--- src/hdl/lc3_subset_instruction_step_top_macros.svh ---
// assertion macros for the lc3 subset step core
// expects clk and rst in the scope of each use
`ifndef LC3_SUBSET_INSTRUCTION_STEP_TOP_MACROS_SVH
`define LC3_SUBSET_INSTRUCTION_STEP_TOP_MACROS_SVH

// same-cycle implication, disabled during reset
`define LC3S_ASSERT_IMP(label, ante, cons, msg) \
  label: assert property (@(posedge clk) disable iff (rst) (ante) |-> (cons)) else $error(msg);

// next-cycle implication, disabled during reset
`define LC3S_ASSERT_NXT(label, ante, cons, msg) \
  label: assert property (@(posedge clk) disable iff (rst) (ante) |=> (cons)) else $error(msg);

`endif

--- src/hdl/lc3s_pkg.sv ---
// shared types and constants for the lc3 subset step core
// no dependencies
package lc3s_pkg;

  // request transaction payload
  typedef struct packed {
    logic        operation;
    logic [4:0]  address;
    logic [15:0] data;
  } req_t;

  // response transaction payload
  typedef struct packed {
    logic        halted;
    logic [15:0] pc;
    logic [15:0] ir;
    logic [2:0]  cond_flags;
    logic        reg_written;
    logic [2:0]  reg_index;
    logic [15:0] reg_value;
    logic        mem_written;
    logic [4:0]  mem_address;
    logic [15:0] mem_value;
  } rsp_t;

  // request operation codes
  localparam logic OPER_LOAD = 1'b0;
  localparam logic OPER_STEP = 1'b1;

  // instruction opcodes
  localparam logic [3:0] OP_BR   = 4'd0;
  localparam logic [3:0] OP_ADD  = 4'd1;
  localparam logic [3:0] OP_LD   = 4'd2;
  localparam logic [3:0] OP_ST   = 4'd3;
  localparam logic [3:0] OP_AND  = 4'd5;
  localparam logic [3:0] OP_NOT  = 4'd9;
  localparam logic [3:0] OP_JMP  = 4'd12;
  localparam logic [3:0] OP_TRAP = 4'd15;

  localparam logic [7:0] HALT_VECTOR = 8'h19;

  // condition codes: n bit 2, z bit 1, p bit 0
  localparam logic [2:0] CC_N = 3'b100;
  localparam logic [2:0] CC_Z = 3'b010;
  localparam logic [2:0] CC_P = 3'b001;

  function automatic logic [2:0] flags_of(input logic [15:0] v);
    logic [2:0] f;
    if (v[15]) f = CC_N;
    else if (v == 16'd0) f = CC_Z;
    else f = CC_P;
    return f;
  endfunction

endpackage

--- src/hdl/lc3_subset_instruction_step_top.sv ---
// A load, or a step while halted, goes straight to the done state. A step reduces the pc, reads,
// decodes and executes; ld and st then reduce their address and access memory. Each memory
// address (fetch, ld, st) is reduced modulo MEM_WORDS by two passes through the one shared
// multiplier and a subtract; fetch and ld add one registered memory read. A new request waits
// until the result leaves the done state. Reset: synchronous; a clearing pass then zeroes memory,
// no transaction accepted meanwhile. Registers reset to their own index via per-entry valid bits.
// lc3 subset core top level: program memory, register file, sequencer and shared multiplier
// depends on lc3s_pkg and lc3_subset_instruction_step_top_macros.svh
`include "lc3_subset_instruction_step_top_macros.svh"

module lc3_subset_instruction_step_top #(
  parameter int MEM_WORDS = 32
) (
  input  logic            clk,
  input  logic            rst,
  input  logic            req_valid,
  output logic            req_stall,
  input  lc3s_pkg::req_t  req,
  output logic            rsp_valid,
  input  logic            rsp_stall,
  output lc3s_pkg::rsp_t  rsp
);
  import lc3s_pkg::*;

  localparam int AW = $clog2(MEM_WORDS);
  localparam longint unsigned RECIP = (64'd4294967296 + MEM_WORDS - 1) / MEM_WORDS;
  localparam int RW = $clog2(RECIP + 1);
  localparam int PW = 16 + RW;
  localparam logic [RW-1:0] RECIP_B = RW'(RECIP);
  localparam logic [RW-1:0] MOD_B   = RW'(MEM_WORDS);
  localparam logic [16:0]   MOD_17  = 17'(MEM_WORDS);
  localparam logic [AW-1:0] LAST_ADDR = AW'(MEM_WORDS - 1);

  // sequencer codes
  localparam logic [3:0] S_IDLE = 4'd0;
  localparam logic [3:0] S_MULQ = 4'd1;
  localparam logic [3:0] S_MULB = 4'd2;
  localparam logic [3:0] S_SUB  = 4'd3;
  localparam logic [3:0] S_RD   = 4'd4;
  localparam logic [3:0] S_DEC  = 4'd5;
  localparam logic [3:0] S_EXA  = 4'd6;
  localparam logic [3:0] S_EXB  = 4'd7;
  localparam logic [3:0] S_LDW  = 4'd8;
  localparam logic [3:0] S_STW  = 4'd9;
  localparam logic [3:0] S_DONE = 4'd10;

  // control state
  logic [3:0]    state;
  logic [15:0]   pc;
  logic [2:0]    cc;
  logic          halt;
  logic          clearing;
  logic [AW-1:0] clr_cnt;
  logic          phase_data;
  logic [7:0]    rf_valid;

  // datapath registers
  logic [15:0]   ir;
  logic [15:0]   opnd_a;
  logic [15:0]   opnd_b;
  logic [15:0]   mod_in;
  logic [PW-1:0] prod;
  logic [AW-1:0] addr_q;
  rsp_t          res;

  // memories
  logic [15:0]   mem [MEM_WORDS];
  logic [15:0]   mem_rdata;
  logic [15:0]   rf_mem [8];
  logic [15:0]   rf_rdata;
  logic          rf_rvalid;
  logic [2:0]    rf_raddr_q;

  // combinational signals
  logic          accept;
  logic          done_fire;
  logic [3:0]    opcode;
  logic [2:0]    dr;
  logic [15:0]   sext5;
  logic [15:0]   off9;
  logic [15:0]   rf_q;
  logic [15:0]   alu_b;
  logic [15:0]   alu_res;
  logic          is_alu;
  logic          ben;
  logic [15:0]   mul_a;
  logic [RW-1:0] mul_b;
  logic [16:0]   diff;
  logic [16:0]   corr;
  logic          mem_we;
  logic [AW-1:0] mem_waddr;
  logic [15:0]   mem_wdata;
  logic          rf_re;
  logic [2:0]    rf_raddr;
  logic          rf_we;
  logic [15:0]   rf_wdata;
  rsp_t          res_next;
  rsp_t          rsp_next;

  assign req_stall = clearing || (state != S_IDLE);
  assign accept    = req_valid && !req_stall;
  assign done_fire = (state == S_DONE) && (!rsp_valid || !rsp_stall);

  // instruction fields
  assign opcode = ir[15:12];
  assign dr     = ir[11:9];
  assign sext5  = {{11{ir[4]}}, ir[4:0]};
  assign off9   = {{7{ir[8]}}, ir[8:0]};
  assign ben    = |(ir[11:9] & cc);
  assign is_alu = (opcode == OP_ADD) || (opcode == OP_AND) || (opcode == OP_NOT);

  // register read result, never-written entries read as their index
  assign rf_q = rf_rvalid ? rf_rdata : {13'd0, rf_raddr_q};

  // alu
  assign alu_b = ir[5] ? sext5 : rf_q;
  always_comb begin
    unique case (opcode)
      OP_ADD:  alu_res = opnd_a + alu_b;
      OP_AND:  alu_res = opnd_a & alu_b;
      default: alu_res = ~opnd_a;
    endcase
  end

  // shared multiplier operands: reciprocal pass, then quotient times modulus
  assign mul_a = (state == S_MULB) ? 16'(prod[PW-1:32]) : mod_in;
  assign mul_b = (state == S_MULB) ? MOD_B : RECIP_B;

  // remainder with one correction step
  assign diff = {1'b0, mod_in} - prod[16:0];
  assign corr = (diff >= MOD_17) ? diff - MOD_17 : diff;

  // result started at acceptance: a load reports its write, a step starts empty
  always_comb begin
    res_next = '0;
    if (accept && req.operation == OPER_LOAD) begin
      res_next.mem_written = 1'b1;
      res_next.mem_address = req.address;
      res_next.mem_value   = req.data;
    end
  end

  // outgoing result with the architectural state after the transaction
  always_comb begin
    rsp_next            = res;
    rsp_next.halted     = halt;
    rsp_next.pc         = pc;
    rsp_next.cond_flags = cc;
  end

  // program memory write port
  always_comb begin
    mem_we    = 1'b0;
    mem_waddr = '0;
    mem_wdata = '0;
    if (clearing) begin
      mem_we    = 1'b1;
      mem_waddr = clr_cnt;
    end else if (accept && req.operation == OPER_LOAD) begin
      mem_we    = 1'b1;
      mem_waddr = AW'(req.address);
      mem_wdata = req.data;
    end else if (state == S_STW) begin
      mem_we    = 1'b1;
      mem_waddr = addr_q;
      mem_wdata = opnd_b;
    end
  end

  // register file ports
  always_comb begin
    rf_re    = 1'b0;
    rf_raddr = '0;
    if (state == S_DEC) begin
      rf_re    = 1'b1;
      rf_raddr = mem_rdata[8:6];
    end else if (state == S_EXA) begin
      rf_re    = 1'b1;
      rf_raddr = (opcode == OP_ST) ? ir[11:9] : ir[2:0];
    end
  end
  assign rf_we    = (state == S_LDW) || (state == S_EXB && is_alu);
  assign rf_wdata = (state == S_LDW) ? mem_rdata : alu_res;

  // program memory
  always_ff @(posedge clk) begin
    if (mem_we) mem[mem_waddr] <= mem_wdata;
    if (state == S_RD) mem_rdata <= mem[addr_q];
  end

  // register file storage
  always_ff @(posedge clk) begin
    if (rf_we) rf_mem[dr] <= rf_wdata;
    if (rf_re) begin
      rf_rdata   <= rf_mem[rf_raddr];
      rf_rvalid  <= rf_valid[rf_raddr];
      rf_raddr_q <= rf_raddr;
    end
  end

  // sequencer and architectural state
  always_ff @(posedge clk) begin
    if (rst) begin
      state      <= S_IDLE;
      rsp_valid  <= 1'b0;
      pc         <= '0;
      cc         <= '0;
      halt       <= 1'b0;
      clearing   <= 1'b1;
      clr_cnt    <= '0;
      phase_data <= 1'b0;
      rf_valid   <= '0;
    end else begin
      if (clearing) begin
        clr_cnt <= clr_cnt + AW'(1);
        if (clr_cnt == LAST_ADDR) clearing <= 1'b0;
      end
      if (done_fire) rsp_valid <= 1'b1;
      else if (rsp_valid && !rsp_stall) rsp_valid <= 1'b0;
      if (rf_we) begin
        rf_valid[dr] <= 1'b1;
        cc           <= flags_of(rf_wdata);
      end
      unique case (state)
        S_IDLE: begin
          if (accept) begin
            if (req.operation == OPER_LOAD || halt) begin
              state <= S_DONE;
            end else begin
              phase_data <= 1'b0;
              state      <= S_MULQ;
            end
          end
        end
        S_MULQ: state <= S_MULB;
        S_MULB: state <= S_SUB;
        S_SUB:  state <= (phase_data && opcode == OP_ST) ? S_STW : S_RD;
        S_RD:   state <= phase_data ? S_LDW : S_DEC;
        S_DEC: begin
          pc    <= pc + 16'd1;
          state <= S_EXA;
        end
        S_EXA: begin
          unique case (opcode) inside
            OP_JMP: begin
              pc    <= rf_q;
              state <= S_DONE;
            end
            OP_BR: begin
              if (ben) pc <= pc + off9;
              state <= S_DONE;
            end
            OP_TRAP: begin
              if (ir[7:0] == HALT_VECTOR) halt <= 1'b1;
              state <= S_DONE;
            end
            OP_ADD, OP_AND, OP_NOT, OP_LD, OP_ST: state <= S_EXB;
            default: state <= S_DONE;
          endcase
        end
        S_EXB: begin
          if (opcode == OP_LD || opcode == OP_ST) begin
            phase_data <= 1'b1;
            state      <= S_MULQ;
          end else begin
            state <= S_DONE;
          end
        end
        S_LDW:  state <= S_DONE;
        S_STW:  state <= S_DONE;
        S_DONE: begin
          if (done_fire) state <= S_IDLE;
        end
        default: state <= S_IDLE;
      endcase
    end
  end

  // datapath and result assembly
  always_ff @(posedge clk) begin
    case (state)
      S_IDLE: begin
        mod_in <= pc;
        res    <= res_next;
      end
      S_MULQ, S_MULB: prod <= PW'(mul_a) * PW'(mul_b);
      S_SUB:  addr_q <= corr[AW-1:0];
      S_DEC: begin
        ir     <= mem_rdata;
        res.ir <= mem_rdata;
      end
      S_EXA:  opnd_a <= rf_q;
      S_EXB: begin
        opnd_b <= rf_q;
        mod_in <= pc + off9;
        if (is_alu) begin
          res.reg_written <= 1'b1;
          res.reg_index   <= dr;
          res.reg_value   <= alu_res;
        end
      end
      S_LDW: begin
        res.reg_written <= 1'b1;
        res.reg_index   <= dr;
        res.reg_value   <= mem_rdata;
      end
      S_STW: begin
        res.mem_written <= 1'b1;
        res.mem_address <= addr_q[4:0];
        res.mem_value   <= opnd_b;
      end
      S_DONE: begin
        if (done_fire) rsp <= rsp_next;
      end
      default: ;
    endcase
  end

  // checks
  `LC3S_ASSERT_NXT(a_halt_sticky, halt, halt, "halt flag dropped without reset")
  `LC3S_ASSERT_NXT(a_accept_busy, accept, state != S_IDLE, "accepted transaction not started")
  `LC3S_ASSERT_NXT(a_done_hold, state == S_DONE && rsp_valid && rsp_stall, state == S_DONE && rsp_valid, "finished result lost while response stalled")
  `LC3S_ASSERT_IMP(a_one_write, rsp_valid, !(rsp.reg_written && rsp.mem_written), "response reports both register and memory write")

endmodule
--- config.mk ---
export PLATFORM = sky130hd
export DESIGN_NAME = lc3_subset_instruction_step_top
export DESIGN_NICKNAME = d
export VERILOG_FILES = /design/src/hdl/lc3s_pkg.sv /design/src/hdl/lc3_subset_instruction_step_top.sv
export VERILOG_INCLUDE_DIRS = /design/src /design/src/hdl
export SDC_FILE = /design/constraint.sdc
export NUM_CORES = 1
export LEC_CHECK = 0
export BUFFER_PORTS_ARGS = -buffer_cell sky130_fd_sc_hd__buf_2
export CORE_MARGIN = 2
export CORE_UTILIZATION = 30
export DETAILED_ROUTE_END_ITERATION = 6
export HOLD_SLACK_MARGIN = 0.15
export PLACE_DENSITY = 0.48
export SLEW_MARGIN = 0
export SYNTH_ARGS = -nofsm -noshare
export SYNTH_HDL_FRONTEND = slang
export SYNTH_SLANG_ARGS = --single-unit
--- constraint.sdc ---
create_clock -name clk -period 8.9 [get_ports clk]
set_clock_uncertainty 0.1 [all_clocks]
set_input_delay 2.67 -clock clk [delete_from_list [all_inputs] [get_ports clk]]
set_output_delay 2.67 -clock clk [all_outputs]
set_load 0.01 [all_outputs]
==> metrics.cfg <==
[floorplan]
dieHeight_um=354.2
core_area_um2=121700
dieArea_um2=125400
start_util_pct=30.22
die_w_um=354.2
io_pins=106
rows=128

[pwr]
vdd_drop_max_mv=0.1221
powerDensity_nw_per_um2=207.1
power_leakage_nw=15.45

[global_routing]
gr-max-usage-layer=met2
grt_pass1_vias=20140
grt.overflow.total=0
gr-usage-met3_pct=2.165
use_met2_pct=25.84
met1_usage_pct=21.25
grt_use_total_pct=15.54
grt_max_degree=79
antenna_found_initial=4
grt_pass1_wl_um=143300

[clock_tree]
htreeDepth=3
cts.path.max_buffers=3
cts_tree=yes
post_cts_resized=0
clkTransAtPathRegs_ps=60
hold_buffers=0
clk_latency_ps=670
cts.sinks=910
postCtsSetupBuffers=0
cts_buffers=95
cts_root_buf=clkbuf_16

[sta]
drv_slew=0
slew-limit-headroom_pct=19.14
setup_viol=0
fin_crit_sh_pct=60.13
fmax_ghz=0.1869
final_hold_viol_count=0
rsz0062_at_grt=false
min_period_ps=5352
tightest_slew_ps=1210
setup-tns-final_ps=0

[worst_setup_path]
crit_type=in2reg
cp_max_fo=22
crit_required_ps=9070
reg2reg_from=rf_rvalid
arrival_ps=5520
worstReg2RegEnd=cc[0]
r2r_setup_slack_ps=3750
cp-end-kind=flop
crit_start=req_valid
r2r_cells=14
critPathLaunchType=input pin

[layout]
seq_area_um2=26930
finalNonFillerCells=4079
multi_input_area_um2=9410
nFillCells=11490
area_delta_synth_final_pct=16.37
final_nets=2436
n_antenna_cell=0
layout-drive-gt1-share_pct=22.00
final_cell_mix=edfxtp_1, nand2_1, mux4_2, nor2_1, nand3_1
final_common_cell=edfxtp_1

[synthesis]
ys_warn_count=0
mappedNetlistArea_um2=36790
synth_edf_count=870
syn_nets=2284
synth.avg_cell_area_um2=16.56
async_flop_share_pct=0
post_synth_num_cell_types=69
synthCells=2222
seq_area_frac_synth_pct=73.20
synth_seq_cells=910
synth_ff_type=edfxtp_1

[route]
dr.pass1.iters=5
wl_per_cell_um=24.45
dr.first_iter.drc_count=1909
vias=20390
routed_wl_um=99740
ant_nets=0
vias_per_cell=4.998
drcViolationCount=0

[run_status]
status=finished, final reports clean

[place]
hpwl_um=65240
portBuffers=105
gp_congestion=0.8637
dp_cells=3902

[hold_path]
hold_depth=0
whs_endpoint=rsp[4]
min_path_type=reg2reg
worstHoldStart=res[4]

[run]
cap_viol_max_count=0

per-layer routing:
layer / vias to the layer above / wire length [µm]
met3: 137 / 5160
met4: 0 / 2516
met5: - / 0
li1: 9001 / -
met2: 633 / 48630
met1: 10620 / 43430
where the power goes:
part	switching [W]	total [W]	internal (W)
clock network	0.00168	0.00415	0.00247
registers	0.00000666	0.00465	0.00465
logic	0.0000458	0.0000656	0.0000198
worst max-delay path by stage:
| stage | end | slack (ps) |
|---|---|---|
| 2_1_floorplan | rsp[0] | 1790 |
| 3_3_place_gp | mem[7][15] | 2950 |
| 3_5_place_dp | mem[3][9] | 2900 |
| 4_1_cts | mem[3][9] | 3570 |
| 5_1_grt | mem[11][1] | 3410 |
| 6_report | mem[3][11] | 3550 |
final cells by class:
cell class / count / share of cell area (%)
Sequential cell: 910 / 62.90
Clock buffer: 110 / 5.878
Tap cell: 1625 / 4.750
Inverter: 35 / 0.3069
Clock inverter: 67 / 1.830
Multi-Input combinational cell: 1163 / 21.98
Timing Repair Buffer: 169 / 2.350
kinds of logic (layout without fill, tap and decap cells):
group,after synthesis,in the layout,share of synthesized area [%]
DFF,910,910,73.20
muxes,205,205,11.12
xor gates and xnor gates,24,24,0.5715
and+or+nand+nor,624,624,7.588
buffers and inverters,149,381,1.534
AOI/OAI and AO/OA,274,274,4.728
adders and majority gates,36,36,1.265
flip-flops by register name, summed over array words and instances (netlist names):
signal	cells
rf_raddr_q	3
clearing	1
opnd_a	16
rsp_valid	1
mod_in	5
rsp	78
mem_rdata	16
pc	16
phase_data	1
halt	1
cc	3
rf_valid	8
rf_mem	128
rf_rdata	16
ir	16
rf_rvalid	1
addr_q	5
state	4
res	58
opnd_b	16
clr_cnt	5
mem	512
worst max-delay path: stages:
cell and delay, ps:
buf_2 90, nor2b_1 210, nor3b_2 200, buf_4 340, a22o_1 250, mux2_2 180, nand3_1 560, nor2_2 990
synth_stat cells, drive strengths merged, types with 25 or more instances:
cell,instances,area [µm²]
a21oi,55,275.3
and3,28,175.2
buf,25,97.59
clkbuf,89,335.3
dfxtp,40,800.8
edfxtp,870,26130
ha,34,425.4
inv,33,123.9
mux2,28,315.3
mux4,160,3603
nand2,257,964.7
nand3,111,555.5
nor2,142,533.0
o21ai,99,495.5
per-stage QoR:
step / area [µm²] / hold slack (ps) / setup WS [ps] / total power (W) / utilization [%]
after floorplan: 36790 / 300.3 / 1792 / 0.004776 / -
after global placement: 39510 / 303.1 / 2947 / 0.004810 / 32.46
after detailed placement: 39510 / 306.3 / 2903 / 0.004811 / 32.46
after CTS: 42810 / 319.7 / 3574 / 0.008963 / 35.17
after global routing: 42810 / 330.7 / 3406 / 0.009127 / 35.17
final: 42810 / 321.4 / 3548 / 0.008867 / 35.17
(Power assumes the default switching activity.)
